[src/hw/rtl/bounded_list_deque_with_search_assert.svh]
// Assertion macros shared by the deque RTL.
// BLD_ASSERT is checked outside reset; BLD_ASSERT_RST is also checked across reset.
`ifndef BOUNDED_LIST_DEQUE_WITH_SEARCH_ASSERT_SVH
`define BOUNDED_LIST_DEQUE_WITH_SEARCH_ASSERT_SVH

`ifndef SYNTHESIS
`define BLD_ASSERT(label, clk, rstn, prop, msg) \
    label: assert property (@(posedge clk) disable iff (!(rstn)) prop) else $error(msg);
`define BLD_ASSERT_RST(label, clk, prop, msg) \
    label: assert property (@(posedge clk) prop) else $error(msg);
`else
`define BLD_ASSERT(label, clk, rstn, prop, msg)
`define BLD_ASSERT_RST(label, clk, prop, msg)
`endif

`endif

[src/hw/rtl/bld_pkg.sv]
`default_nettype none

package bld_pkg;

    localparam int CAPACITY     = 64;
    localparam int DATA_WIDTH   = 32;
    localparam int VALUE_W      = 32;
    localparam int KIND_W       = 3;
    localparam int STATUS_W     = 2;
    localparam int OCC_W        = 7;
    localparam int ADDR_W       = (CAPACITY > 1) ? $clog2(CAPACITY) : 1;
    localparam int CNT_W        = $clog2(CAPACITY + 1);
    localparam int IN_FIELDS_W  = KIND_W + VALUE_W;
    localparam int IN_TDATA_W   = ((IN_FIELDS_W + 7) / 8) * 8;
    localparam int OUT_FIELDS_W = VALUE_W + 1 + STATUS_W + OCC_W;
    localparam int OUT_TDATA_W  = ((OUT_FIELDS_W + 7) / 8) * 8;

    typedef logic signed [DATA_WIDTH-1:0] word_t;
    typedef logic signed [VALUE_W-1:0]    value_t;
    typedef logic [ADDR_W-1:0]            addr_t;
    typedef logic [CNT_W-1:0]             cnt_t;
    typedef logic [KIND_W-1:0]            kind_code_t;

    typedef enum logic [KIND_W-1:0] {
        KIND_PUSH_FRONT = KIND_W'(0),
        KIND_PUSH_BACK  = KIND_W'(1),
        KIND_POP_FRONT  = KIND_W'(2),
        KIND_POP_BACK   = KIND_W'(3),
        KIND_REMOVE     = KIND_W'(4),
        KIND_QUERY      = KIND_W'(5)
    } kind_t;

    typedef enum logic [STATUS_W-1:0] {
        STAT_OK    = STATUS_W'(0),
        STAT_EMPTY = STATUS_W'(1),
        STAT_FULL  = STATUS_W'(2)
    } status_t;

    typedef enum logic [2:0] {
        S_IDLE,
        S_EXEC,
        S_POP_DATA,
        S_SCAN,
        S_SHIFT,
        S_DONE
    } state_t;

    // logical index read this cycle
    typedef enum logic [1:0] {
        RD_FRONT,
        RD_BACK,
        RD_NEXT
    } rd_sel_t;

    typedef struct packed {
        logic    load;
        logic    push;
        logic    pop;
        logic    take_pop;
        logic    set_status;
        status_t status;
        logic    set_found;
        logic    scan_init;
        logic    advance;
        logic    shift_wr;
        logic    drop;
        logic    emit;
        rd_sel_t rd_sel;
    } dp_cmd_t;

    typedef struct packed {
        kind_code_t kind;
        logic       empty;
        logic       full;
        logic       match;
        logic       at_last;
        logic       out_free;
    } dp_stat_t;

    // (base + off) modulo CAPACITY, with base < CAPACITY and off <= CAPACITY
    function automatic addr_t wrap_add(addr_t base, cnt_t off);
        logic [CNT_W:0] sum;
        sum = (CNT_W + 1)'(base) + (CNT_W + 1)'(off);
        if (sum >= (CNT_W + 1)'(CAPACITY)) begin
            sum = sum - (CNT_W + 1)'(CAPACITY);
        end
        return addr_t'(sum);
    endfunction

endpackage

`default_nettype wire

[src/hw/rtl/bld_ctrl.sv]
`default_nettype none

module bld_ctrl (
    input  wire logic              aclk,
    input  wire logic              aresetn,
    input  wire logic              s_tvalid,
    output logic                   s_tready,
    input  wire bld_pkg::dp_stat_t stat_i,
    output bld_pkg::dp_cmd_t       cmd_o
);

    bld_pkg::state_t state_reg, state_next;

    always_ff @(posedge aclk) begin
        if (!aresetn) begin
            state_reg <= bld_pkg::S_IDLE;
        end else begin
            state_reg <= state_next;
        end
    end

    always_comb begin
        state_next = state_reg;
        unique case (state_reg)
            bld_pkg::S_IDLE: begin
                if (s_tvalid) state_next = bld_pkg::S_EXEC;
            end
            bld_pkg::S_EXEC: begin
                case (stat_i.kind) inside
                    bld_pkg::KIND_POP_FRONT, bld_pkg::KIND_POP_BACK: begin
                        state_next = stat_i.empty ? bld_pkg::S_DONE : bld_pkg::S_POP_DATA;
                    end
                    bld_pkg::KIND_REMOVE, bld_pkg::KIND_QUERY: begin
                        state_next = stat_i.empty ? bld_pkg::S_DONE : bld_pkg::S_SCAN;
                    end
                    default: state_next = bld_pkg::S_DONE;
                endcase
            end
            bld_pkg::S_POP_DATA: state_next = bld_pkg::S_DONE;
            bld_pkg::S_SCAN: begin
                if (stat_i.match) begin
                    if (stat_i.kind == bld_pkg::KIND_REMOVE && !stat_i.at_last) begin
                        state_next = bld_pkg::S_SHIFT;
                    end else begin
                        state_next = bld_pkg::S_DONE;
                    end
                end else if (stat_i.at_last) begin
                    state_next = bld_pkg::S_DONE;
                end
            end
            bld_pkg::S_SHIFT: begin
                if (stat_i.at_last) state_next = bld_pkg::S_DONE;
            end
            bld_pkg::S_DONE: begin
                if (stat_i.out_free) state_next = bld_pkg::S_IDLE;
            end
            default: state_next = bld_pkg::S_IDLE;
        endcase
    end

    always_comb begin
        cmd_o        = '0;
        cmd_o.status = bld_pkg::STAT_OK;
        cmd_o.rd_sel = bld_pkg::RD_NEXT;
        s_tready     = 1'b0;
        unique case (state_reg)
            bld_pkg::S_IDLE: begin
                s_tready   = 1'b1;
                cmd_o.load = s_tvalid;
            end
            bld_pkg::S_EXEC: begin
                case (stat_i.kind) inside
                    bld_pkg::KIND_PUSH_FRONT, bld_pkg::KIND_PUSH_BACK: begin
                        if (stat_i.full) begin
                            cmd_o.set_status = 1'b1;
                            cmd_o.status     = bld_pkg::STAT_FULL;
                        end else begin
                            cmd_o.push = 1'b1;
                        end
                    end
                    bld_pkg::KIND_POP_FRONT, bld_pkg::KIND_POP_BACK: begin
                        if (stat_i.empty) begin
                            cmd_o.set_status = 1'b1;
                            cmd_o.status     = bld_pkg::STAT_EMPTY;
                        end else begin
                            cmd_o.pop    = 1'b1;
                            cmd_o.rd_sel = (stat_i.kind == bld_pkg::KIND_POP_FRONT) ?
                                           bld_pkg::RD_FRONT : bld_pkg::RD_BACK;
                        end
                    end
                    bld_pkg::KIND_REMOVE, bld_pkg::KIND_QUERY: begin
                        cmd_o.rd_sel    = bld_pkg::RD_FRONT;
                        cmd_o.scan_init = !stat_i.empty;
                    end
                    default: ;
                endcase
            end
            bld_pkg::S_POP_DATA: cmd_o.take_pop = 1'b1;
            bld_pkg::S_SCAN: begin
                if (stat_i.match) begin
                    cmd_o.set_found = 1'b1;
                    if (stat_i.kind == bld_pkg::KIND_REMOVE) begin
                        // match on the tail needs no shift
                        cmd_o.drop    = stat_i.at_last;
                        cmd_o.advance = !stat_i.at_last;
                    end
                end else begin
                    cmd_o.advance = !stat_i.at_last;
                end
            end
            bld_pkg::S_SHIFT: begin
                cmd_o.shift_wr = 1'b1;
                cmd_o.drop     = stat_i.at_last;
                cmd_o.advance  = !stat_i.at_last;
            end
            bld_pkg::S_DONE: cmd_o.emit = stat_i.out_free;
            default: ;
        endcase
    end

endmodule

`default_nettype wire

[src/hw/rtl/bld_datapath.sv]
`default_nettype none

`include "bounded_list_deque_with_search_assert.svh"

module bld_datapath (
    input  wire logic                          aclk,
    input  wire logic                          aresetn,
    input  wire bld_pkg::dp_cmd_t              cmd_i,
    output bld_pkg::dp_stat_t                  stat_o,
    input  wire logic [bld_pkg::KIND_W-1:0]    in_kind,
    input  wire bld_pkg::value_t               in_value,
    input  wire logic                          m_tready,
    output logic                               m_tvalid,
    output bld_pkg::value_t                    out_popped_value,
    output logic                               out_found,
    output logic [bld_pkg::STATUS_W-1:0]       out_status,
    output logic [bld_pkg::OCC_W-1:0]          out_occupancy
);

    bld_pkg::word_t mem [bld_pkg::CAPACITY];
    bld_pkg::word_t rdata_reg;

    bld_pkg::kind_code_t kind_reg;
    bld_pkg::value_t     value_reg;

    bld_pkg::addr_t head_reg, head_next;
    bld_pkg::cnt_t  count_reg, count_next;
    bld_pkg::cnt_t  cmp_idx_reg, cmp_idx_next;

    bld_pkg::value_t  res_popped_reg;
    logic             res_found_reg;
    bld_pkg::status_t res_status_reg;

    logic                         m_valid_reg;
    bld_pkg::value_t              out_popped_reg;
    logic                         out_found_reg;
    logic [bld_pkg::STATUS_W-1:0] out_status_reg;
    logic [bld_pkg::OCC_W-1:0]    out_occ_reg;

    bld_pkg::cnt_t  rd_lidx;
    bld_pkg::addr_t rd_addr;
    bld_pkg::addr_t head_dec;
    logic           wr_en;
    bld_pkg::addr_t wr_addr;
    bld_pkg::word_t wr_data;
    logic           out_free;

    assign head_dec = (head_reg == '0) ? bld_pkg::addr_t'(bld_pkg::CAPACITY - 1)
                                       : head_reg - bld_pkg::addr_t'(1);

    always_comb begin
        unique case (cmd_i.rd_sel)
            bld_pkg::RD_FRONT: rd_lidx = '0;
            bld_pkg::RD_BACK:  rd_lidx = count_reg - bld_pkg::cnt_t'(1);
            bld_pkg::RD_NEXT:  rd_lidx = cmp_idx_reg + bld_pkg::cnt_t'(1);
            default:           rd_lidx = '0;
        endcase
    end

    assign rd_addr = bld_pkg::wrap_add(head_reg, rd_lidx);

    always_comb begin
        wr_en   = 1'b0;
        wr_addr = head_reg;
        wr_data = bld_pkg::word_t'(value_reg);
        if (cmd_i.push) begin
            wr_en   = 1'b1;
            wr_addr = (kind_reg == bld_pkg::KIND_PUSH_FRONT) ? head_dec
                    : bld_pkg::wrap_add(head_reg, count_reg);
        end else if (cmd_i.shift_wr) begin
            // move entry cmp_idx one place toward the front
            wr_en   = 1'b1;
            wr_addr = bld_pkg::wrap_add(head_reg, cmp_idx_reg - bld_pkg::cnt_t'(1));
            wr_data = rdata_reg;
        end
    end

    always_ff @(posedge aclk) begin
        if (wr_en) begin
            mem[wr_addr] <= wr_data;
        end
        rdata_reg <= mem[rd_addr];
    end

    always_comb begin
        head_next    = head_reg;
        count_next   = count_reg;
        cmp_idx_next = cmp_idx_reg;
        if (cmd_i.push) begin
            count_next = count_reg + bld_pkg::cnt_t'(1);
            if (kind_reg == bld_pkg::KIND_PUSH_FRONT) head_next = head_dec;
        end
        if (cmd_i.pop) begin
            count_next = count_reg - bld_pkg::cnt_t'(1);
            if (kind_reg == bld_pkg::KIND_POP_FRONT) begin
                head_next = bld_pkg::wrap_add(head_reg, bld_pkg::cnt_t'(1));
            end
        end
        if (cmd_i.drop) begin
            count_next = count_reg - bld_pkg::cnt_t'(1);
        end
        if (cmd_i.scan_init) begin
            cmp_idx_next = '0;
        end else if (cmd_i.advance) begin
            cmp_idx_next = cmp_idx_reg + bld_pkg::cnt_t'(1);
        end
    end

    always_ff @(posedge aclk) begin
        if (!aresetn) begin
            head_reg    <= '0;
            count_reg   <= '0;
            cmp_idx_reg <= '0;
            m_valid_reg <= 1'b0;
        end else begin
            head_reg    <= head_next;
            count_reg   <= count_next;
            cmp_idx_reg <= cmp_idx_next;
            if (cmd_i.emit) begin
                m_valid_reg <= 1'b1;
            end else if (m_tready) begin
                m_valid_reg <= 1'b0;
            end
        end
    end

    always_ff @(posedge aclk) begin
        if (cmd_i.load) begin
            kind_reg       <= in_kind;
            value_reg      <= in_value;
            res_popped_reg <= '0;
            res_found_reg  <= 1'b0;
            res_status_reg <= bld_pkg::STAT_OK;
        end else begin
            if (cmd_i.take_pop)   res_popped_reg <= bld_pkg::value_t'(rdata_reg);
            if (cmd_i.set_found)  res_found_reg  <= 1'b1;
            if (cmd_i.set_status) res_status_reg <= cmd_i.status;
        end
        if (cmd_i.emit) begin
            out_popped_reg <= res_popped_reg;
            out_found_reg  <= res_found_reg;
            out_status_reg <= res_status_reg;
            out_occ_reg    <= bld_pkg::OCC_W'(count_reg);
        end
    end

    assign out_free = !m_valid_reg || m_tready;

    assign stat_o.kind     = kind_reg;
    assign stat_o.empty    = (count_reg == '0);
    assign stat_o.full     = (count_reg == bld_pkg::cnt_t'(bld_pkg::CAPACITY));
    assign stat_o.match    = (rdata_reg == bld_pkg::word_t'(value_reg));
    assign stat_o.at_last  = (cmp_idx_reg == count_reg - bld_pkg::cnt_t'(1));
    assign stat_o.out_free = out_free;

    assign m_tvalid         = m_valid_reg;
    assign out_popped_value = out_popped_reg;
    assign out_found        = out_found_reg;
    assign out_status       = out_status_reg;
    assign out_occupancy    = out_occ_reg;

    `BLD_ASSERT(a_count_bound, aclk, aresetn, count_reg <= bld_pkg::cnt_t'(bld_pkg::CAPACITY), "entry count above capacity")
    `BLD_ASSERT(a_push_room, aclk, aresetn, cmd_i.push |-> (count_reg != bld_pkg::cnt_t'(bld_pkg::CAPACITY)), "push into full list")
    `BLD_ASSERT(a_push_grows, aclk, aresetn, cmd_i.push |=> (count_reg == $past(count_reg) + bld_pkg::cnt_t'(1)), "push did not grow list")
    `BLD_ASSERT(a_shrink_nonempty, aclk, aresetn, (cmd_i.pop || cmd_i.drop) |-> (count_reg != '0), "entry removed from empty list")
    `BLD_ASSERT(a_emit_free, aclk, aresetn, cmd_i.emit |-> (!m_valid_reg || m_tready), "result overwritten before taken")
    `BLD_ASSERT_RST(a_reset_out, aclk, !aresetn |=> !m_valid_reg, "result valid after reset")

endmodule

`default_nettype wire

[src/hw/rtl/bounded_list_deque_with_search.sv]
`default_nettype none

// Bounded deque of up to 64 signed 32-bit entries kept as a circular buffer in one
// single-port-write, registered-read memory. Each request gives exactly one result.
// Query and remove walk the list from the front one entry per cycle through the
// memory read port, up to the match position or, when nothing matches, to the tail,
// and a remove then shifts every later entry forward one per cycle. One request is in
// flight at a time; the next request is taken as soon as the result sits in the output
// register, even if the sink has not yet taken it. Entries are not cleared at reset.
module bounded_list_deque_with_search (
    input  wire logic                              aclk,
    input  wire logic                              aresetn,
    input  wire logic                              s_tvalid,
    output logic                                   s_tready,
    // [2:0] kind, [34:3] value, upper bits unused
    input  wire logic [bld_pkg::IN_TDATA_W-1:0]    s_tdata,
    output logic                                   m_tvalid,
    input  wire logic                              m_tready,
    // [31:0] popped_value, [32] found, [34:33] status, [41:35] occupancy, upper bits zero
    output logic [bld_pkg::OUT_TDATA_W-1:0]        m_tdata
);

    bld_pkg::dp_cmd_t  cmd;
    bld_pkg::dp_stat_t stat;

    bld_pkg::value_t                  popped_value;
    logic                             found;
    logic [bld_pkg::STATUS_W-1:0]     status;
    logic [bld_pkg::OCC_W-1:0]        occupancy;

    bld_ctrl u_ctrl (
        .aclk     (aclk),
        .aresetn  (aresetn),
        .s_tvalid (s_tvalid),
        .s_tready (s_tready),
        .stat_i   (stat),
        .cmd_o    (cmd)
    );

    bld_datapath u_datapath (
        .aclk             (aclk),
        .aresetn          (aresetn),
        .cmd_i            (cmd),
        .stat_o           (stat),
        .in_kind          (s_tdata[bld_pkg::KIND_W-1:0]),
        .in_value         (s_tdata[bld_pkg::IN_FIELDS_W-1:bld_pkg::KIND_W]),
        .m_tready         (m_tready),
        .m_tvalid         (m_tvalid),
        .out_popped_value (popped_value),
        .out_found        (found),
        .out_status       (status),
        .out_occupancy    (occupancy)
    );

    assign m_tdata = {(bld_pkg::OUT_TDATA_W - bld_pkg::OUT_FIELDS_W)'(0),
                      occupancy, status, found, popped_value};

endmodule

`default_nettype wire
[config.mk]
export PLATFORM = sky130hd
export DESIGN_NAME = bounded_list_deque_with_search
export DESIGN_NICKNAME = d
export VERILOG_FILES = /design/src/hw/rtl/bld_pkg.sv /design/src/hw/rtl/bld_ctrl.sv /design/src/hw/rtl/bld_datapath.sv /design/src/hw/rtl/bounded_list_deque_with_search.sv
export VERILOG_INCLUDE_DIRS = /design/src /design/src/hw/rtl
export SDC_FILE = /design/constraint.sdc
export NUM_CORES = 2
export LEC_CHECK = 0
export ABC_AREA = 1
export BUFFER_PORTS_ARGS = -buffer_cell sky130_fd_sc_hd__buf_2
export CAP_MARGIN = 30
export CORE_MARGIN = 1.5
export CORE_UTILIZATION = 51
export DETAILED_ROUTE_END_ITERATION = 7
export GPL_TIMING_DRIVEN = 0
export PLACE_DENSITY = 0.7
export SLEW_MARGIN = 5
export SYNTH_ARGS = -nofsm -noshare
export SYNTH_HDL_FRONTEND = slang
export SYNTH_SLANG_ARGS = --single-unit
[constraint.sdc]
create_clock -name aclk -period 5.5 [get_ports aclk]
set_input_delay 1.1 -clock aclk [delete_from_list [all_inputs] [get_ports aclk]]
set_output_delay 1.1 -clock aclk [all_outputs]
set_load 0.01 [all_outputs]
==> reports/qor.yml <==
grt_pass1_wl_mm: 407
place_ws_ns: -1.46
finalHoldViolations: 0
critPathRequiredTime_ns: 6.29
critical_path.top_delay_family: "buffers and inverters"
worst-path-buf-inv: 10
core-area_um2: 174000
fin_crit_ns: 5.34
fmax_mhz: 187
cpPeakStageDelay_ns: 0.42
tritoncts: "done"
portBuffers: 82
hpwl_mm: 201
cts_buffers: 215
drtIter0Drc: 9871
postLayoutCellArea_um2: 105000
top_usage_layer: "met2"
p_seq_frac: 0.350
initial_core_util: 0.515
gp_congestion: 1.01
slew_headroom: 0.323
vias_per_cell: 6.23
cts_max_level: 4
clk_latency_ns: 0.89
synthArstFlopShare: 0
grt_max_degree: 65
regMostFlops: "u_datapath.mem"
drt.antenna.violating_nets: 0
syn_to_final_growth_pct: 16.4
synth.distinct_cells: 55
overflow: 0
drc: 0
outcome: "completed"
grt_pass1_vias: 58500
hold_buffers: 0
rsz0062_at_grt: "false"
cp-start-kind: "register"
rows: 153
p_clk_frac: 0.245
hold_path.class: "input pin to register"
fin_hold_ws_ns: 0.385
ys_seq_area_frac: 0.731
p_leak_nw: 35.3
fp.dieW_um: 423
crit_path_end_kind: "register"
clock_sinks: 2216
cp_max_fo: 11
pin_count: 94
setup_viol: 0
place_area_um2: 96800
synthCells: 7043
synthesis.area_um2: 89800
fin_util: 0.599
use_met1: 0.430
track_usage: 0.317
drt_wl_total_mm: 290
largest_reg_flops: 2048
p_total_mw: 59.5
fin_ws_ns: 0.163
ys_ff_latch: 2216
cts.clk_slew.worst_paths_ns: 0.06
ys.flop_type: "edfxtp_1"
cp.arrival_ns: 6.13
synth_edf_count: 2125
die_height_um: 423
wl_per_cell_um: 29.0
via_count: 62200
yosysWarnings: 0
finClkSkew_ns: 0.0345
max_cap_viol_count: 0
power.net_switching_mw: 24.4
p_per_area_nw_per_um2: 569
clockBufferDepth: 3
root_buffer: "clkbuf_16"
drive_above_1_share: 0.159
intPower_mw: 35.0
switching_share: 0.411
dr.pass1.iters: 7
slowest_stage: "dfxtp_2"
slew_viol_final: 0
ir_worst_vdd_mv: 0.329
fin_crit_sh: 0.970
antenna_found_initial: 14
use_met3: 0.0757
critPathKind: "register to register"
worst_slew_pin_slew_ns: 1.01
met2_usage: 0.479
post_synth.cell_area_avg_um2: 12.8
die_area_um2: 179000
combPwrFrac: 0.405
nets: 7543
[kinds of logic after synthesis]
| logic type | share of synthesized area |
|---|---|
| compound gates | 0.104 |
| mux | 0.0161 |
| fa+ha+maj | 0.00401 |
| buf+inv | 0.0337 |
| xor+xnor | 0.00428 |
| simple gates | 0.107 |
| flops | 0.731 |
| other cells | 0.0000418 |
[timing repair]
action | 4_1_cts | 5_1_grt
pin swaps | 2 | 0
setup buffers | 2 | 0
gates resized for setup | 246 | 41
setup endpoints to repair | 32 | 32
[power by group through the flow]
| stage | registers [mW] | logic [mW] | clock network [mW] |
|---|---|---|---|
| after floorplan | 21.2 | 11.7 | 0 |
| after global placement | 21.8 | 20.9 | 0 |
| after detailed placement | 21.1 | 22.3 | 0 |
| after CTS | 20.8 | 23.1 | 14.6 |
| after global routing | 20.8 | 24.8 | 15.2 |
| final | 20.8 | 24.1 | 14.6 |
[final timing paths]
kind / from / end / slack [ns] / cells past startpoint
max reg2reg: u_datapath.count_reg[1] / u_datapath.rdata_reg[3] / 0.16 / 25
min reg2reg: u_datapath.res_popped_reg[13] / u_datapath.out_popped_value[13] / 0.44 / 0
min: s_tdata[29] / u_datapath.value_reg[26] / 0.38 / 1
max: u_datapath.count_reg[1] / u_datapath.rdata_reg[3] / 0.16 / 25
[final cells by class]
| type | instances | area (um^2) |
|---|---|---|
| antenna | 4 | 10.0 |
| sequential | 2216 | 65600 |
| clock inverter | 136 | 1320 |
| fill | 13100 | 69900 |
| multi-input combinational | 4128 | 22400 |
| tap | 2325 | 2910 |
| clock buffer | 260 | 5570 |
| timing repair buffer | 209 | 3320 |
| buffer | 460 | 2420 |
| inverter | 242 | 915 |
[synthesized netlist by cell type, types with 10 or more instances]
library cell	count	share of area
nand2_2	10	0.00070
o32ai_1	512	0.050
o21ai_1	127	0.0071
dfxtp_1	91	0.020
buf_2	195	0.011
a21oi_1	194	0.011
xor2_1	19	0.0019
buf_1	22	0.00092
o21ai_0	582	0.032
ha_1	24	0.0033
edfxtp_1	2125	0.71
o22ai_1	18	0.0013
mux2_2	126	0.016
nor2_1	1648	0.069
inv_2	15	0.00063
clkbuf_1	214	0.0089
inv_1	223	0.0093
nand3_1	74	0.0041
buf_4	22	0.0018
nand4_1	11	0.00077
a211oi_1	10	0.00084
xnor2_1	18	0.0018
nand2_1	689	0.029
[through the flow]
| stage | cells | TNS, ns |
|---|---|---|
| floorplan | 7048 | 0 |
| global placement | 9455 | -4868.61 |
| detailed placement | 9579 | -42.73 |
| CTS | 9975 | 0 |
| global route | 9976 | 0 |
| finish | 9980 | 0 |
[layer usage]
metal  up-vias  share of wire
met1     30600           0.37
met4         2          0.059
met3       690           0.13
li1      26600              -
met5         -       0.000048
met2      4327           0.44
[layout by cell type, fill, tap and decap left out, drive strengths merged, types with 82 or more instances in the layout]
cell type | synthesis | final
clkbuf | 217 | 478
buf | 245 | 451
edfxtp | 2125 | 2125
mux2 | 128 | 128
a21oi | 196 | 196
clkinv | 2 | 103
nand2 | 700 | 700
dfxtp | 91 | 91
nor2 | 1656 | 1656
o32ai | 512 | 512
nand3 | 82 | 82
inv | 240 | 251
o21ai | 711 | 711
(Power assumes the default switching activity.)
